`src/hdl/cfa_pkg.sv`:
```
package cfa_pkg;

   localparam int WORD_BITS_DEF = 32;
   localparam int FRAC_BITS_DEF = 16;

   typedef enum logic [2:0] {
      ACT_ADD = 3'd0,
      ACT_SUB = 3'd1,
      ACT_MUL = 3'd2,
      ACT_DIV = 3'd3,
      ACT_INC = 3'd4,
      ACT_DEC = 3'd5,
      ACT_CMP = 3'd6
   } action_type;

   localparam logic [1:0] ST_OK   = 2'd0;
   localparam logic [1:0] ST_SAT  = 2'd1;
   localparam logic [1:0] ST_DIV0 = 2'd2;

   localparam logic [1:0] ORD_LESS    = 2'd0;
   localparam logic [1:0] ORD_EQUAL   = 2'd1;
   localparam logic [1:0] ORD_GREATER = 2'd2;

   // per-item control that rides along the divider stages
   typedef struct packed {
      logic       is_div;
      logic       dz;
      logic [1:0] order;
      logic [1:0] status;
   } tag_type;

endpackage

```
`src/hdl/cfa_back.sv`:
```
module cfa_back
   import cfa_pkg::*;
#(
   parameter int WORD_BITS = WORD_BITS_DEF
) (
   input  logic                   clock,
   input  logic                   reset,
   input  logic                   in_valid,
   output logic                   in_ready,
   input  logic [2*WORD_BITS-1:0] in_rem [2],
   input  logic [WORD_BITS:0]     in_q [2],
   input  logic [1:0]             in_neg,
   input  logic [1:0]             in_ovf,
   input  logic [2*WORD_BITS-1:0] in_den,
   input  tag_type                in_tag,
   input  logic [WORD_BITS-1:0]   in_res_re,
   input  logic [WORD_BITS-1:0]   in_res_im,
   output logic                   rsp_valid,
   input  logic                   rsp_stall,
   output logic [WORD_BITS-1:0]   rsp_res_re,
   output logic [WORD_BITS-1:0]   rsp_res_im,
   output logic [1:0]             rsp_order,
   output logic [1:0]             rsp_status
);

   localparam int W  = WORD_BITS;
   localparam int SW = 2 * W + 1;
   localparam logic [W+1:0] HALF = (W + 2)'(1) << (W - 1);

   logic [W-1:0] dres [2];
   logic [1:0]   dsat;

   for (genvar l = 0; l < 2; l++) begin : g_lane
      logic [SW-1:0] twice;
      logic          up, sat;
      logic [W+1:0]  qr, lim;
      logic [W-1:0]  val;

      // round half away from zero on the remainder
      assign twice   = {in_rem[l], 1'b0};
      assign up      = twice >= SW'(in_den);
      assign qr      = (W + 2)'(in_q[l]) + (W + 2)'(up);
      assign lim     = in_neg[l] ? HALF : HALF - (W + 2)'(1);
      assign sat     = in_ovf[l] || (qr > lim);
      assign val     = sat ? lim[W-1:0] : qr[W-1:0];
      assign dres[l] = in_neg[l] ? -val : val;
      assign dsat[l] = sat;
   end

   logic [W-1:0] res_re_in, res_im_in;
   logic [1:0]   order_in, status_in;

   always_comb begin
      res_re_in = in_res_re;
      res_im_in = in_res_im;
      order_in  = in_tag.order;
      status_in = in_tag.status;
      priority if (in_tag.is_div && in_tag.dz) begin
         res_re_in = '0;
         res_im_in = '0;
         order_in  = ORD_LESS;
         status_in = ST_DIV0;
      end else if (in_tag.is_div) begin
         res_re_in = dres[0];
         res_im_in = dres[1];
         order_in  = ORD_LESS;
         status_in = (|dsat) ? ST_SAT : ST_OK;
      end else begin
         res_re_in = in_res_re;
         res_im_in = in_res_im;
         order_in  = in_tag.order;
         status_in = in_tag.status;
      end
   end

   logic         rsp_valid_ff;
   logic [W-1:0] res_re_ff, res_im_ff;
   logic [1:0]   order_ff, status_ff;

   assign in_ready = !rsp_valid_ff || !rsp_stall;

   always_ff @(posedge clock) begin
      if (reset) rsp_valid_ff <= 1'b0;
      else if (in_ready) rsp_valid_ff <= in_valid;
   end

   always_ff @(posedge clock) begin
      if (in_ready) begin
         res_re_ff <= res_re_in;
         res_im_ff <= res_im_in;
         order_ff  <= order_in;
         status_ff <= status_in;
      end
   end

   assign rsp_valid  = rsp_valid_ff;
   assign rsp_res_re = res_re_ff;
   assign rsp_res_im = res_im_ff;
   assign rsp_order  = order_ff;
   assign rsp_status = status_ff;

endmodule

```
`config.mk`:
```
export PLATFORM = sky130hd
export DESIGN_NAME = cfa_back
export DESIGN_NICKNAME = d
export VERILOG_FILES = /design/src/hdl/cfa_pkg.sv /design/src/hdl/cfa_back.sv
export SDC_FILE = /design/constraint.sdc
export NUM_CORES = 1
export LEC_CHECK = 0
export ABC_AREA = 1
export ABC_CLOCK_PERIOD_IN_PS = 8150
export BUFFER_PORTS_ARGS = -buffer_cell sky130_fd_sc_hd__buf_2
export CELL_PAD_IN_SITES_DETAIL_PLACEMENT = 2
export CELL_PAD_IN_SITES_GLOBAL_PLACEMENT = 2
export CORE_UTILIZATION = 27
export DETAILED_ROUTE_END_ITERATION = 7
export GPL_ROUTABILITY_DRIVEN = 1
export PLACE_DENSITY = 0.79
export SYNTH_ARGS = -nofsm -noshare
export SYNTH_HDL_FRONTEND = slang
export SYNTH_SLANG_ARGS = --single-unit
export TNS_END_PERCENT = 50
```
`constraint.sdc`:
```
create_clock -name clock -period 8.15 [get_ports clock]
set_clock_uncertainty 0.15 [all_clocks]
set_input_delay 0.815 -clock clock [delete_from_list [all_inputs] [get_ports clock]]
set_output_delay 0.815 -clock clock [all_outputs]
set_load 0.02 [all_outputs]
```
* After elaboration in Yosys (flattened, before gate mapping)
Index checks and enable logic that the tools add are counted.
** Storage, ports and cells
- Bits in registers :: 69
- Bits in latches :: 0
- Bits in writable memories :: 0
- ROM bits :: 0
- Input port bits :: 336
- Output and inout bits :: 70
- Word-level logic and storage cells :: 31
- Memories :: 0
** Operators by class
- Add/subtract/negate cells :: 4
- Multiply operators :: 0
- Divide/modulo/power cells :: 0
- Magnitude comparators :: 4
- Eq/ne operators :: 0
- Shift-type cells :: 0
- Mux-type cells :: 10
- Bitwise gates (word level) :: 0
- Reduce and logical (&&, ||, !) cells :: 8
** Operators by type and width (count)
- $mux W32 :: 8
- $ge A65 B64 Y1 :: 2
- $add A33 B1 Y34 :: 2
- $gt A34 B32 Y1 :: 2
- $neg A32 Y32 :: 2
- $reduce_or A2 Y1 :: 2
- $logic_or A1 B1 Y1 :: 3
- $logic_not A1 Y1 :: 2
- $mux W2 :: 1
- $logic_and A1 B1 Y1 :: 1
- $mux W1 :: 1

* Depth between registers and ports, before layout
- Depth in word-level cells :: 8
- Depth in mapped cells :: 53
- Depth with buffers taken out :: 52

* Worst setup path before layout
Ideal clock, no wire load.
- Kind :: input -> register
- Start :: input in_den[62]
- End :: register res_re_ff[30] (netlist: rsp_res_re[30]), data pin
- Setup time :: 0.254 ns
- Data arrival time :: 6.335 ns
- Data required time :: 7.746 ns
- Setup slack :: 1.411 ns
- Stages :: 44
- Buffers on the path :: 2
- Path through :: inv_1 ha_1 nand2_1 inv_1 nand3_1 nor4_1 inv_1 nor4_1 and3_1 nand4_1 nand4_1 ha_1 ha_1 nand3_1 nor2_1 inv_1 nor2_1 nand2_1 [8 not listed] nand3_1 nor3_1 nand4_1 nand2_1 nand2_1 nand2_1 buf_2 buf_2 nand2_1 inv_1 ha_1 nand2_1 nor2_1 nand3_1 o21bai_2 nand4_1 nand3_1 nand2_1
** On the way
- Word-level cells in the longest chain between the ends :: 8
** RTL lines
- start, declared :: RTL line cfa_back.sv:14 : input logic [2*WORD_BITS-1:0] in_den,
- $ge A65 B64 Y1 * :: RTL line cfa_back.sv:41 : assign up = twice >= SW'(in_den);
- $add A33 B1 Y34 * :: RTL line cfa_back.sv:42 : assign qr = (W + 2)'(in_q[l]) + (W + 2)'(up);
- $gt A34 B32 Y1 :: RTL line cfa_back.sv:44 : assign sat = in_ovf[l] || (qr > lim);
- $logic_or A1 B1 Y1 :: RTL line cfa_back.sv:44
- $mux W32 * :: RTL line cfa_back.sv:45 : assign val = sat ? lim[W-1:0] : qr[W-1:0];
- $neg A32 Y32 :: RTL line cfa_back.sv:46 : assign dres[l] = in_neg[l] ? -val : val;
- $mux W32 * :: RTL line cfa_back.sv:46
- $mux W32 * :: RTL line cfa_back.sv:63 : end else if (in_tag.is_div) begin
- end signal, assigned :: RTL line cfa_back.sv:89 : res_re_ff <= res_re_in;
- end, declared :: RTL line cfa_back.sv:77 : logic [W-1:0] res_re_ff, res_im_ff;
Mark *: on every way between the ends. The rest lies on a longest branch, timed or not.
A chain may end at the register's enable or synchronous reset.

* Worst setup path in the final report
- Start :: input in_den[35]
- End :: register res_re_ff[22] (netlist: rsp_res_re[22]), data pin
The elaborated chain is that of the path after synthesis.

==> impl_metrics.xml <==
<?xml version="1.0" encoding="UTF-8"?>
<metrics>
  <group name="status">
    <metric name="status" unit="">finished clean</metric>
  </group>
  <group name="yosys">
    <metric name="synth_cells" unit="">1868</metric>
    <metric name="yosys.area.top_type_share" unit="%">20.6</metric>
    <metric name="ys.warnings.count" unit="">0</metric>
    <metric name="ys_ff_latch" unit="">69</metric>
    <metric name="synth.top_cells.by_count" unit="">nand2_1 (514), inv_1 (284), ha_1 (196), nand3_1 (186), nor2_1 (154)</metric>
    <metric name="synth_sequential_area_ratio" unit="%">17.3</metric>
    <metric name="synthFlopType" unit="">edfxtp_1</metric>
    <metric name="yosys.cell_count.top_type" unit="">nand2_1</metric>
    <metric name="mappedNetlistNets" unit="">2400</metric>
    <metric name="ys_top_cells_by_area" unit="">ha_1 (21%), edfxtp_1 (17%), nand2_1 (16%), inv_1 (8.9%), nand3_1 (7.8%)</metric>
    <metric name="post_synth_num_cell_types" unit="">54</metric>
    <metric name="synth_area_per_cell" unit="um^2">6.39</metric>
    <metric name="yosys.area.top_type" unit="">ha_1</metric>
    <metric name="synth-async-reset-ratio" unit="%">0</metric>
    <metric name="synth_edf_count" unit="">68</metric>
    <metric name="netlist_area_before_placement" unit="mm^2">0.0119</metric>
  </group>
  <group name="worst_setup_path">
    <metric name="cpMaxStageDelayCell" unit="">nor3_1</metric>
    <metric name="start_kind" unit="">input pin</metric>
    <metric name="max_stage_delay" unit="ns">0.61</metric>
    <metric name="cp_capture_type" unit="">register</metric>
    <metric name="worstPathMaxFanout" unit="">6</metric>
    <metric name="crit_path_frequent_cell" unit="">nand2_1</metric>
    <metric name="critical_path_arrival" unit="ns">7.34</metric>
    <metric name="worst-endpoint-required" unit="ns">8.10</metric>
    <metric name="timing.setup.critical_path_class" unit="">in -&gt; reg</metric>
  </group>
  <group name="global_route">
    <metric name="grt_first_pass_wirelength" unit="mm">87.1</metric>
    <metric name="maximum_number_of_pins_on_one_net_before_global_route_repair" unit="">71</metric>
    <metric name="grt_antenna_before_repair" unit="">19</metric>
    <metric name="grt_overflow_total" unit="">0</metric>
    <metric name="grt_util_all_layers" unit="%">25.2</metric>
    <metric name="vias_in_the_first_global_route" unit="">15800</metric>
  </group>
  <group name="finish">
    <metric name="drive_above_1_share" unit="%">21.5</metric>
    <metric name="final_nets" unit="">2795</metric>
    <metric name="post-route-cell-area" unit="mm^2">0.0150</metric>
    <metric name="synthToLayoutAreaGrowth" unit="%">26.0</metric>
  </group>
  <group name="detailed_routing">
    <metric name="vias_per_cell" unit="">5.06</metric>
    <metric name="first_pass_iters" unit="">4</metric>
    <metric name="drt.antenna.violating_nets" unit="">0</metric>
    <metric name="routed_wirelength" unit="mm">57.6</metric>
    <metric name="detailedRoute.firstIterationViolations" unit="">667</metric>
    <metric name="detail_route.wl_per_cell" unit="um">20.1</metric>
    <metric name="drcViolationCount" unit="">0</metric>
    <metric name="vias" unit="">14500</metric>
  </group>
  <group name="power">
    <metric name="p_int" unit="mW">0.968</metric>
    <metric name="seq_power_share" unit="%">27.1</metric>
    <metric name="power.share.clock" unit="%">27.7</metric>
    <metric name="power_switching" unit="mW">0.693</metric>
    <metric name="power.total" unit="mW">1.66</metric>
    <metric name="switching_share" unit="%">41.7</metric>
    <metric name="power_per_cell_area" unit="mW/mm^2">110</metric>
    <metric name="irDropWorstVdd" unit="mV">0.0963</metric>
    <metric name="cellLeakagePower" unit="nW">8.37</metric>
    <metric name="p_comb_share" unit="%">45.2</metric>
  </group>
  <group name="timing">
    <metric name="final.min_clock_period" unit="ns">7.39</metric>
    <metric name="report.final.setup_viol" unit="">0</metric>
    <metric name="fin_crit_sh" unit="%">90.7</metric>
    <metric name="totalNegativeSetupSlack" unit="ns">0</metric>
    <metric name="timing_hold_violations_final" unit="">0</metric>
    <metric name="fmax" unit="MHz">135</metric>
    <metric name="worst_pin_slew" unit="ns">1.04</metric>
    <metric name="finalHoldWorstSlack" unit="ns">0.463</metric>
    <metric name="report.final.slew_viol_count" unit="">0</metric>
    <metric name="slew_headroom" unit="%">30.9</metric>
  </group>
  <group name="floorplan">
    <metric name="initial_core_util" unit="%">27.5</metric>
    <metric name="chipWidth" unit="um">212</metric>
    <metric name="die_h" unit="um">212</metric>
    <metric name="row_count" unit="">76</metric>
    <metric name="io_pins" unit="">406</metric>
    <metric name="core_area" unit="mm^2">0.0434</metric>
    <metric name="dieArea" unit="mm^2">0.0450</metric>
  </group>
  <group name="clock_tree">
    <metric name="cts_tree" unit="">done</metric>
    <metric name="cts-root-to-sink-buffers" unit="">2</metric>
    <metric name="htreeDepth" unit="">3</metric>
    <metric name="numClockSinks" unit="">69</metric>
    <metric name="cts_inserted_buffers" unit="">9</metric>
    <metric name="path_clk_slew" unit="ns">0.07</metric>
    <metric name="clock_insertion_delay_worst_skew" unit="ns">0.35</metric>
    <metric name="cts-root-buf" unit="">clkbuf_16</metric>
  </group>
  <group name="min_path">
    <metric name="hold_path_class" unit="">in -&gt; reg</metric>
  </group>
  <group name="placed_design">
    <metric name="hpwl" unit="mm">50.5</metric>
    <metric name="place_congestion" unit="">0.926</metric>
    <metric name="dpl-instance-area" unit="mm^2">0.0146</metric>
    <metric name="place.port_buffers" unit="">405</metric>
  </group>
  <group name="job">
    <metric name="number_of_max_capacitance_violations_reported" unit="">0</metric>
  </group>
</metrics>
-- through the flow --
stage	setup slack, ns	cells	utilization [%]
floorplan	1.41	1868	-
global placement	0.348	2835	33.8
detailed placement	0.0850	2835	33.8
CTS	0.417	2851	34.5
global route	-0.0134	2863	34.6
finish	0.762	2864	34.7
-- worst max-delay path: cells and delay by family --
| family | cells | cell delay (ns) |
|---|---|---|
| xor+xnor | 1 | 0.15 |
| buf+inv | 6 | 0.55 |
| compound gates | 2 | 0.42 |
| fa+ha+maj | 5 | 1.22 |
| simple gates | 25 | 4.17 |
-- path summary, 6_finish.rpt --
path | from | end | slack (ns) | cells after the start
hold / removal | reset | rsp_valid$_SDFFE_PP0P_ | 0.46 | 2
setup / recovery | in_den[35] | rsp_res_re[22]$_SDFFCE_PP0P_ | 0.76 | 39
hold reg to reg | rsp_valid$_SDFFE_PP0P_ | rsp_valid$_SDFFE_PP0P_ | 1.13 | 2
setup reg to reg | rsp_valid$_SDFFE_PP0P_ | rsp_order[0]$_SDFFCE_PP0P_ | 6.48 | 1
-- power by group through the flow --
stage | clock (mW) | combinational (mW) | sequential, mW
final | 0.459 | 0.751 | 0.450
after CTS | 0.464 | 0.757 | 0.450
after floorplan | 0 | 0.389 | 0.499
after detailed placement | 0 | 0.751 | 0.458
after global placement | 0 | 0.713 | 0.455
after global routing | 0.477 | 0.838 | 0.452
-- kinds of logic after synthesis --
group	after synthesis	synth area share, %
buf+inv	333	10.8
simple gates	1002	36.9
xor+xnor	54	3.96
flops	69	17.3
fa+ha+maj	196	20.6
compound gates	214	10.5
-- cell type report --
class	instances	area (um^2)
Fill cell	5451	28300
Multi-Input combinational cell	1466	8600
Timing Repair Buffer	425	2180
Sequential cell	69	2060
Inverter	292	1100
Tap cell	585	732
Clock buffer	9	225
Clock inverter	7	103
Antenna cell	11	27.5
-- metal layers --
layer	vias up	share of wire, %	GRT usage, %
met3	100	5.4	4.90
li1	7034	-	-
met1	6962	41	28.9
met2	380	49	45.5
met5	-	0.14	0
met4	14	3.8	10.1
-- flip-flops by register name, indices dropped and copies added, names as in the netlist --
| signal | cells |
|---|---|
| rsp_order | 2 |
| rsp_res_im | 32 |
| rsp_res_re | 32 |
| rsp_status | 2 |
| rsp_valid | 1 |
-- placed cells by master (no fill, tap or decap), drive strengths merged, types with 2 or more instances in the layout --
| cell | netlist | layout |
|---|---|---|
| a211oi | 8 | 8 |
| a21o | 4 | 4 |
| a21oi | 91 | 91 |
| a31oi | 4 | 4 |
| a32o | 2 | 2 |
| and3 | 4 | 4 |
| buf | 23 | 425 |
| bufinv | 0 | 2 |
| clkbuf | 18 | 9 |
| clkinv | 3 | 3 |
| diode | 0 | 11 |
| edfxtp | 68 | 68 |
| ha | 196 | 196 |
| inv | 289 | 293 |
| nand2 | 521 | 521 |
| nand3 | 192 | 192 |
| nand3b | 3 | 3 |
| nand4 | 57 | 57 |
| nor2 | 165 | 165 |
| nor3 | 39 | 39 |
| nor4 | 18 | 18 |
| o211ai | 16 | 16 |
| o21ai | 68 | 68 |
| o21bai | 5 | 5 |
| o221a | 3 | 3 |
| o311ai | 2 | 2 |
| o31ai | 4 | 4 |
| xnor2 | 17 | 17 |
| xor2 | 37 | 37 |
-- what timing repair did --
| action | 4_1_cts | 5_1_grt |
|---|---|---|
| endpoints found under the setup margin | 0 | 18 |
| hold buffers | 0 | 0 |
| gates resized for setup | 0 | 4 |
| buffers inserted | 0 | 2 |
Power figures use the tool's default switching activity.
